**config.mk**
```make
export PLATFORM = sky130hd
export DESIGN_NAME = packet_buffer_slot_pool_unit
export DESIGN_NICKNAME = d
export VERILOG_FILES = /design/src/pbsp_pkg.sv /design/src/pbsp_cell.sv /design/src/packet_buffer_slot_pool_unit.sv
export SDC_FILE = /design/constraint.sdc
export NUM_CORES = 2
export LEC_CHECK = 0
export BUFFER_PORTS_ARGS = -buffer_cell sky130_fd_sc_hd__buf_2
export CELL_PAD_IN_SITES_DETAIL_PLACEMENT = 1
export CELL_PAD_IN_SITES_GLOBAL_PLACEMENT = 2
export CORE_ASPECT_RATIO = 0.7
export CORE_MARGIN = 2
export CORE_UTILIZATION = 40
export DETAILED_ROUTE_END_ITERATION = 10
export PLACE_DENSITY_LB_ADDON = 0.25
export SLEW_MARGIN = 15
export SYNTH_ARGS = -nofsm -noshare
export SYNTH_HDL_FRONTEND = slang
export SYNTH_SLANG_ARGS = --single-unit
```
**constraint.sdc**
```tcl
create_clock -name clk_i -period 3.75 [get_ports clk_i]
set_input_delay 0.75 -clock clk_i [delete_from_list [all_inputs] [get_ports clk_i]]
set_output_delay 0.75 -clock clk_i [all_outputs]
set_load 0.01 [all_outputs]
```
**src/pbsp_pkg.sv**
```systemverilog
// ----------------------------------------------------------------------------
// pbsp_pkg: shared types and codes of the packet buffer slot pool
// Request and status codes, field widths and the request token that walks
// the chain of slot cells, and the finished result item.
// ----------------------------------------------------------------------------
package pbsp_pkg;

  // Widths of the item fields.
  localparam int unsigned OpW    = 2;
  localparam int unsigned IdxW   = 6;
  localparam int unsigned CountW = 7;
  localparam int unsigned StatW  = 2;

  // Largest number of slots that a 6-bit slot index can reach.
  localparam int unsigned MaxCells = 64;

  // Request codes.
  localparam logic [OpW-1:0] OpAlloc   = 2'd0;
  localparam logic [OpW-1:0] OpRelease = 2'd1;
  localparam logic [OpW-1:0] OpCheck   = 2'd2;

  // Result status codes.
  typedef enum logic [StatW-1:0] {
    StOk      = 2'd0,
    StEmpty   = 2'd1,
    StDouble  = 2'd2,
    StUnknown = 2'd3
  } status_e;

  // Request token handed from cell to cell.
  typedef struct packed {
    logic              valid;
    logic [OpW-1:0]    op;
    logic [IdxW-1:0]   idx;
    logic [CountW-1:0] lim;
    logic              known;    // idx lies below the active count
    logic              hit;      // a cell has served the request
    logic              bit_seen; // in-use bit of the addressed slot
    logic [IdxW-1:0]   granted;
  } token_t;

  // One finished result item.
  typedef struct packed {
    status_e           status;
    logic [IdxW-1:0]   granted;
    logic              slot_valid;
    logic [CountW-1:0] free_cnt;
    logic [CountW-1:0] alloc_cnt;
  } result_t;

endpackage

```
**src/pbsp_cell.sv**
```systemverilog
// ----------------------------------------------------------------------------
// pbsp_cell: one slot of the pool
// Holds the in-use bit of its slot, serves the request token when it passes
// and hands the token to the next cell in the following cycle.
// ----------------------------------------------------------------------------
module pbsp_cell #(
  parameter int unsigned CELL_IDX = 0
) (
  input  logic            clk_i,
  input  logic            rst_ni,
  input  pbsp_pkg::token_t tok_i,
  output pbsp_pkg::token_t tok_o
);

  localparam logic [pbsp_pkg::IdxW-1:0] Here = pbsp_pkg::IdxW'(CELL_IDX);

  logic             in_use_q, in_use_d;
  pbsp_pkg::token_t tok_q, tok_d;
  logic             below_lim;
  logic             addressed;

  // This slot lies below the active count carried by the token.
  assign below_lim = {1'b0, Here} < tok_i.lim;
  assign addressed = tok_i.valid && tok_i.known && (tok_i.idx == Here);

  // Serve the passing request.
  always_comb begin
    in_use_d = in_use_q;
    tok_d    = tok_i;
    if (tok_i.valid) begin
      case (tok_i.op)
        pbsp_pkg::OpAlloc: begin
          if (!tok_i.hit && !in_use_q && below_lim) begin
            in_use_d      = 1'b1;
            tok_d.hit     = 1'b1;
            tok_d.granted = Here;
          end
        end
        pbsp_pkg::OpRelease: begin
          if (addressed) begin
            tok_d.hit      = 1'b1;
            tok_d.bit_seen = in_use_q;
            in_use_d       = 1'b0;
          end
        end
        pbsp_pkg::OpCheck: begin
          if (addressed) begin
            tok_d.hit      = 1'b1;
            tok_d.bit_seen = in_use_q;
          end
        end
        default: begin
          tok_d = tok_i;
        end
      endcase
    end
  end

  // Slot state and token stage.
  always_ff @(posedge clk_i or negedge rst_ni) begin
    if (!rst_ni) begin
      in_use_q <= 1'b0;
      tok_q    <= '0;
    end else begin
      in_use_q <= in_use_d;
      tok_q    <= tok_d;
    end
  end

  assign tok_o = tok_q;

endmodule

```
**src/packet_buffer_slot_pool_unit.sv**
```systemverilog
// ----------------------------------------------------------------------------
// packet_buffer_slot_pool_unit: fixed pool of packet buffer slots
// Grants, releases and checks buffer slots and keeps the allocated count.
// ----------------------------------------------------------------------------
// Usage:
// A request item enters on the s_axis group: tuser carries the opcode
// (allocate, release, check) and tdata the slot index. One result item
// leaves on the m_axis group with status, granted slot, check flag and the
// free and allocated counts after the request.
// The request travels as a token through a row of cells, one cell per slot,
// advancing one cell each cycle; each cell owns the in-use bit of its slot.
// With C = min(NUM_SLOTS, 64) cells, a finished token leaves the last cell
// and its result passes through the hold and output registers; a new
// request is taken only once the last one has left the row and the hold
// register is empty.
// A finished result waits in the output register while the next request
// walks the row; if the receiver still stalls when that request finishes,
// it waits in a hold register and no further request is taken.
// The active slot count is written over the APB port at address 0; the user
// must do so only while the block is idle, which the block does not enforce.
// Reset frees every slot, clears both counts and empties the pipeline.
// ----------------------------------------------------------------------------
module packet_buffer_slot_pool_unit #(
  parameter int unsigned NUM_SLOTS = 64
) (
  input  logic        clk_i,
  input  logic        rst_ni,
  // Request items.
  input  logic        s_axis_tvalid,
  output logic        s_axis_tready,
  input  logic [7:0]  s_axis_tdata,  // [5:0] slot_index, [7:6] zero
  input  logic [1:0]  s_axis_tuser,  // [1:0] opcode
  // Result items.
  output logic        m_axis_tvalid,
  input  logic        m_axis_tready,
  output logic [23:0] m_axis_tdata,  // [1:0] status, [7:2] granted_slot,
                                     // [8] slot_valid, [15:9] free_slots,
                                     // [22:16] allocated_slots, [23] zero
  // Configuration port.
  input  logic        psel,
  input  logic        penable,
  input  logic        pwrite,
  input  logic [2:0]  paddr,
  input  logic [31:0] pwdata,
  output logic [31:0] prdata,
  output logic        pready
);

  localparam int unsigned Cells =
    (NUM_SLOTS < pbsp_pkg::MaxCells) ? NUM_SLOTS : pbsp_pkg::MaxCells;
  localparam logic [pbsp_pkg::CountW-1:0] CellsCnt = pbsp_pkg::CountW'(Cells);

  logic [pbsp_pkg::CountW-1:0] active_q;
  logic [pbsp_pkg::CountW-1:0] alloc_cnt_q, alloc_cnt_d;
  logic [pbsp_pkg::CountW-1:0] lim;
  logic                        busy_q;
  logic                        hold_v_q;
  pbsp_pkg::result_t           hold_q, hold_d;
  logic                        out_v_q;
  pbsp_pkg::result_t           out_q;
  logic                        in_acc;
  logic                        out_load;
  pbsp_pkg::token_t            tok_in;
  pbsp_pkg::token_t            tok [Cells+1];
  pbsp_pkg::token_t            tail;

  // Configuration register.
  assign pready = 1'b1;
  always_ff @(posedge clk_i or negedge rst_ni) begin
    if (!rst_ni) begin
      active_q <= '0;
    end else if (psel && penable && pwrite && (paddr[2] == 1'b0)) begin
      active_q <= pwdata[pbsp_pkg::CountW-1:0];
    end
  end
  assign prdata = (paddr[2] == 1'b0) ? {25'd0, active_q} : 32'd0;

  // Effective number of slots.
  assign lim = (active_q > CellsCnt) ? CellsCnt : active_q;

  // Request intake: the token enters the first cell.
  assign s_axis_tready = !busy_q && !hold_v_q;
  assign in_acc        = s_axis_tvalid && s_axis_tready;

  always_comb begin
    tok_in          = '0;
    tok_in.valid    = in_acc;
    tok_in.op       = s_axis_tuser;
    tok_in.idx      = s_axis_tdata[pbsp_pkg::IdxW-1:0];
    tok_in.lim      = lim;
    tok_in.known    = {1'b0, s_axis_tdata[pbsp_pkg::IdxW-1:0]} < lim;
  end

  assign tok[0] = tok_in;

  // Row of slot cells.
  for (genvar k = 0; k < Cells; k++) begin : g_cell
    pbsp_cell #(
      .CELL_IDX(k)
    ) u_cell (
      .clk_i (clk_i),
      .rst_ni(rst_ni),
      .tok_i (tok[k]),
      .tok_o (tok[k+1])
    );
  end

  assign tail = tok[Cells];

  // Turn the finished token into a result and update the allocated count.
  always_comb begin
    alloc_cnt_d       = alloc_cnt_q;
    hold_d            = '0;
    hold_d.status     = pbsp_pkg::StOk;
    case (tail.op)
      pbsp_pkg::OpAlloc: begin
        if (tail.hit) begin
          hold_d.granted = tail.granted;
          alloc_cnt_d    = alloc_cnt_q + 7'd1;
        end else begin
          hold_d.status = pbsp_pkg::StEmpty;
        end
      end
      pbsp_pkg::OpRelease: begin
        if (!tail.known) begin
          hold_d.status = pbsp_pkg::StUnknown;
        end else if (tail.bit_seen) begin
          alloc_cnt_d = alloc_cnt_q - 7'd1;
        end else begin
          hold_d.status = pbsp_pkg::StDouble;
        end
      end
      pbsp_pkg::OpCheck: begin
        if (!tail.known) begin
          hold_d.status = pbsp_pkg::StUnknown;
        end else begin
          hold_d.slot_valid = tail.bit_seen;
        end
      end
      default: begin
        hold_d.status = pbsp_pkg::StOk;
      end
    endcase
    hold_d.alloc_cnt = alloc_cnt_d;
    hold_d.free_cnt  = (tail.lim > alloc_cnt_d) ? (tail.lim - alloc_cnt_d) : '0;
  end

  // Output register loads from the hold register when free or drained.
  assign out_load = hold_v_q && (!out_v_q || m_axis_tready);

  always_ff @(posedge clk_i or negedge rst_ni) begin
    if (!rst_ni) begin
      busy_q      <= 1'b0;
      hold_v_q    <= 1'b0;
      out_v_q     <= 1'b0;
      alloc_cnt_q <= '0;
    end else begin
      if (in_acc) begin
        busy_q <= 1'b1;
      end else if (tail.valid) begin
        busy_q <= 1'b0;
      end
      if (tail.valid) begin
        hold_v_q    <= 1'b1;
        alloc_cnt_q <= alloc_cnt_d;
      end else if (out_load) begin
        hold_v_q <= 1'b0;
      end
      if (out_load) begin
        out_v_q <= 1'b1;
      end else if (m_axis_tready) begin
        out_v_q <= 1'b0;
      end
    end
  end

  // Result payload registers.
  always_ff @(posedge clk_i) begin
    if (tail.valid) begin
      hold_q <= hold_d;
    end
    if (out_load) begin
      out_q <= hold_q;
    end
  end

  assign m_axis_tvalid = out_v_q;
  assign m_axis_tdata  = {1'b0, out_q.alloc_cnt, out_q.free_cnt, out_q.slot_valid,
                          out_q.granted, out_q.status};

endmodule
```
### After elaboration in Yosys (flattened, before gate mapping)

Cells that the tools add are included.

* mux-type cells: 655
* order comparisons: 67
* bitwise logic cells: 1
* $add $sub $neg: 3
* reduce and logical (&&, ||, !) cells: 655
* equal/unequal tests: 321

Operators by type and width (count)
* 25-bit 2-to-1 mux: 64
* 6-bit 2-to-1 mux: 126
* 1-bit 2-to-1 mux: 263
* 1-bit logical AND: 261
* 2-bit by 1-bit inequality test with 1-bit output, second input constant: 128
* 1-bit one-hot mux with 2 select lines: 128
* 4-bit AND reduction: 64
* 6-bit by 7-bit < comparator with 1-bit output, first input constant: 32
* 6-bit == test, second input constant: 32
* 2-bit 2-to-1 mux: 67
* 2-bit nonzero test: 67
* 2-bit by 1-bit == test with 1-bit output, second input constant: 65
* 2-bit == test, second input constant: 65
* 1-bit logical NOT: 130
* 2-bit logical NOT: 65
* 2-bit OR reduction: 64
* 5-bit by 7-bit < comparator with 1-bit output, first input constant: 16
* 6-bit by 5-bit == test with 1-bit output, second input constant: 16
* 4-bit by 7-bit < comparator with 1-bit output, first input constant: 8
* 6-bit by 4-bit == test with 1-bit output, second input constant: 8
* 7-bit 2-to-1 mux: 5
* 3-bit by 7-bit < comparator with 1-bit output, first input constant: 4
* 6-bit by 3-bit == test with 1-bit output, second input constant: 4
* 1-bit by 7-bit < comparator with 1-bit output, first input constant: 2
* other kinds (15): 18

* output and inout port bits: 59
* input port bits: 52
* register bits: 1721
* word-level logic and storage cells: 2292

### Logic depth before layout (Yosys ltp)

* depth in word-level cells: 8
* mapped depth: 12
* depth with buffers taken out: 11

### Least setup slack after synthesis

No wires, ideal clock.

* path type: register -> register
* from: register g_cell[63].u_cell.tok_q (netlist bit g_cell[63].u_cell.tok_o[22])
* to: register hold_q[13] (netlist bit), data pin
* data arrival time: 2481 ps
* setup slack: 1013 ps
* period minus slack after synthesis: 2737 ps
* buffers on the path: 1
* required time: 3494 ps
* stages on the path, launching flop included: 13
* library setup time: 256 ps
* path through: dfrtp_1 -> nor3b_2 -> buf_2 -> nor2_1 -> xnor2_1 -> ha_1 -> inv_1 -> fa_1 -> a211oi_1 -> o21bai_1 -> a21oi_1 -> nor3b_1 -> a41o_1

* cells in the longest elaborated chain, start to end: 3
* elaborated cells on any way between the ends: 5
* those cells by class: add/sub: 1; order compare: 1; eq/ne: 1; mux: 1; reduce/logical: 1

Ends and longest elaborated chain
* from (decl): line pbsp_cell.sv:18 `pbsp_pkg::token_t tok_q, tok_d;`
* from (signal assigned): line pbsp_cell.sv:66 `tok_q <= tok_d;`
* 2-bit by 1-bit == test with 1-bit output or 2-bit logical NOT (tied branches): line packet_buffer_slot_pool_unit.sv:115 `case (tail.op)`
* 7-bit one-hot mux with 2 select lines (*): line packet_buffer_slot_pool_unit.sv:115
* net alloc_cnt_d, one bit: line packet_buffer_slot_pool_unit.sv:54 `logic [pbsp_pkg::CountW-1:0] alloc_cnt_q, alloc_cnt_d;`
* 7-bit subtractor or 7-bit > comparator (tied branches): line packet_buffer_slot_pool_unit.sv:145 `hold_d.free_cnt = (tail.lim > alloc_cnt_d) ? (tail.lim - alloc_cnt_d) : '0;`
* to (signal assigned): line packet_buffer_slot_pool_unit.sv:180 `hold_q <= hold_d;`
* to (decl): line packet_buffer_slot_pool_unit.sv:58 `pbsp_pkg::result_t hold_q, hold_d;`

Mark *: on every way through the listed nets, which the timed path passes. The rest lies on a longest branch.
A chain may end at the register's enable or synchronous reset.

### Final worst setup path

* from: register g_cell[63].u_cell.tok_q (netlist bit g_cell[63].u_cell.tok_o[23])
* to: register hold_q[8] (netlist bit), data pin

* cells in the longest elaborated chain, start to end: 3
* elaborated cells on any way between the ends: 5
* those cells by class: add/sub: 1; order compare: 1; eq/ne: 1; mux: 1; reduce/logical: 1

Ends and longest elaborated chain (line)
* 2-bit by 1-bit == test with 1-bit output or 2-bit logical NOT (tied branches): packet_buffer_slot_pool_unit.sv:115
* 7-bit one-hot mux with 2 select lines (*): packet_buffer_slot_pool_unit.sv:115
* 7-bit subtractor or 7-bit > comparator (tied branches): packet_buffer_slot_pool_unit.sv:145

Mark *: on every way between the ends. The rest lies on a longest branch, timed or not.

==> impl_metrics.tcl <==
set metrics [dict create \
    finish.instance_area_um2 63500 \
    start_util_pct 40.2 \
    fill_cells 13518 \
    final_common_cell "dfrtp_1" \
    min_path_cells 1 \
    dr.first_iter.drc_count 1635 \
    final_util_pct 46.1 \
    arrival_ns 3.55 \
    critPathLaunch "g_cell[63].u_cell.tok_o[23]" \
    ys_warn_count 0 \
    core_um2 138000 \
    syn_inst 3704 \
    clk-insertion-delay-late_ns 0.78 \
    wl_per_cell_um 17.7 \
    power.density_nw_per_um2 578 \
    drt_first_pass_iters 5 \
    slowest_stage "o41ai_2" \
    p_total_mw 36.7 \
    post_cts_buffers 0 \
    path_buf_inv 0 \
    setup_violations 0 \
    final_cell_mix "1612 x dfrtp_1, 238 x inv_1, 206 x ha_1" \
    ys_async_sr_fraction_pct 97.2 \
    rsz0062_at_grt "false" \
    antenna_found_initial 1 \
    leakage_nw 30.9 \
    cts_root_buf "clkbuf_16" \
    ys_seq_area_share_pct 75.4 \
    worstPathRequired_ns 4.27 \
    worstMarginPinSlew_ns 1.17 \
    grt_pass1_vias 30048 \
    r2r_end "hold_q[8]" \
    crit_path_max_incr_delay_ns 0.49 \
    grt_pass1_wl_um 173000 \
    synth.cell_area_um2 55300 \
    relSlewSlack_pct 21.6 \
    htreeDepth 4 \
    cts.sinks 1658 \
    run_status "finished clean" \
    drc 0 \
    grt_start_max_net_pins 120 \
    finalCritPeriodShare_pct 81.0 \
    ys_seq_elements 1658 \
    die_area_um2 141000 \
    synth_area_leader_cell "dfrtp_1" \
    path_depth 9 \
    port_buffers 54 \
    die_w_um 448 \
    avgViaCountPerCell 4.70 \
    hold_viol 0 \
    hpwlAfterDp_um 71400 \
    reg2reg_depth 9 \
    pre_cts_ws_ns 0.714 \
    fin_ws_ns 0.713 \
    synth_cell_types 82 \
    drive_above_1_share_pct 11.6 \
    fmax_mhz 329 \
    crit_type "flop to flop" \
    crit_end "hold_q[8]" \
    wl_um 105000 \
    netlist.area_leader.share_pct 72.9 \
    gp_congestion 0.757 \
    tritoncts "built" \
    crit_path_max_fanout 7 \
    cts_buffers 159 \
    peakVddDrop_v 0.000440 \
    grt_use_total_pct 15.5 \
    start_kind "flop" \
    ant_nets 0 \
    min_path_type "input port to flop" \
    slew_viol_final 0 \
    synthTopCellsByArea "dfrtp_1 73%, ha_1 4.7%, edfxtp_1 2.5%" \
    area_delta_synth_final_pct 14.9 \
    crit_chain "nand4b_1 > o41ai_2 > xnor2_1 > ha_1 > o21a_1 > o31a_1 > o31ai_1 > a21oi_1 > and3_1" \
    regToRegSetupSlack_ns 0.71 \
    crit_path_end_kind "flop" \
    vias 27853 \
    drv_cap 0 \
    fin_cells 5932 \
    finalSetupTns_ns 0 \
    ctsResizeCount 0 \
    boundaryPins 111 \
    grt.overflow.total 0 \
    r2r-start "g_cell[63].u_cell.tok_o[23]" \
    dieHeight_um 315 \
    fin_nets 4207 \
    synth_edf_count 46 \
    synth_flop_cell "dfrtp_1" \
    cts.clk_slew.worst_paths_ns 0.06 \
    std_cell_rows 114 \
    cts.path.max_buffers 3 \
    min_period_ns 3.04 \
    crit_family "compound AO/OA/AOI/OAI gates" \
    skew_ns 0.0236 \
    post-place-cells 5642 \
    whs_ns 0.131 \
    syn_area_per_cell_um2 14.9 \
    place_area_um2 58200 \
]
[layer usage]
metal	vias to the layer above	global-route usage (%)	routed length, um
met5	-	0	0
met4	0	4.10	1680
met3	142	2.76	2960
met2	277	19.6	40100
met1	14495	26.4	60000
li1	12939	-	-
[synth_stat cells, drive strengths merged, types with 38 or more instances]
cell type and instances:
dfrtp 1612, inv 238, ha 206, nand2b 192
nand2 161, nor2 152, a21oi 113, and2 110
o21ai 84, nor2b 78, mux2 70, or2 53
nand4b 51, edfxtp 46, nor4 41, nand4 38
[layout make-up]
class                      instances  area [um2]  share of cell area [%]
tap                             1856        2320                    3.66
multi-input combinational       1798       12600                    19.8
timing repair buffer              93         768                    1.21
clock buffer                     218        4470                    7.04
clock inverter                    69         787                    1.24
inverter                         238         893                    1.41
antenna                            2        5.00                 0.00788
sequential                      1658       41700                    65.7
[kinds of logic after synthesis]
group | count (synthesis) | synth area share, %
compound gates | 413 | 4.88
xor+xnor | 15 | 0.238
fa+ha+maj | 207 | 4.70
buf+inv | 273 | 2.04
flops | 1658 | 75.4
mux | 80 | 1.61
other cells | 2 | 0.0136
simple gates | 1056 | 11.1
[repair_timing]
item | in CTS | in global routing
hold buffers | 1 | 0
setup endpoints to repair | 0 | 0
hold endpoints to repair | 52 | 0
[how the worst min path moves through the flow]
stage	start	end	slack, ns
after global routing	s_axis_tuser[1]	g_cell[0].u_cell.tok_o[23]	0.09
final	s_axis_tuser[1]	g_cell[0].u_cell.tok_o[23]	0.13
after global placement	g_cell[2].u_cell.tok_o[10]	g_cell[3].u_cell.tok_o[10]	0.33
after floorplan	g_cell[10].u_cell.tok_o[10]	g_cell[11].u_cell.tok_o[10]	0.33
after CTS	s_axis_tuser[1]	g_cell[0].u_cell.tok_o[23]	0.07
after detailed placement	g_cell[10].u_cell.tok_o[9]	g_cell[11].u_cell.tok_o[9]	0.34
[flip-flops by register name, summed over array words and instances, names as in the netlist]
register,count
g_cell.u_cell.in_use_q,64
busy_q,1
alloc_cnt_q,7
hold_q,23
m_axis_tdata,23
g_cell.u_cell.tok_o,1531
m_axis_tvalid,1
active_q,7
hold_v_q,1
[where the power goes]
group / internal [mW] / switching [mW] / total [mW]
registers: 19.0 / 0.657 / 19.6
logic: 0.346 / 0.721 / 1.07
clock network: 9.29 / 6.73 / 16.0
total: 28.6 / 8.11 / 36.7
No activity file was read; power rests on OpenSTA's default activity.
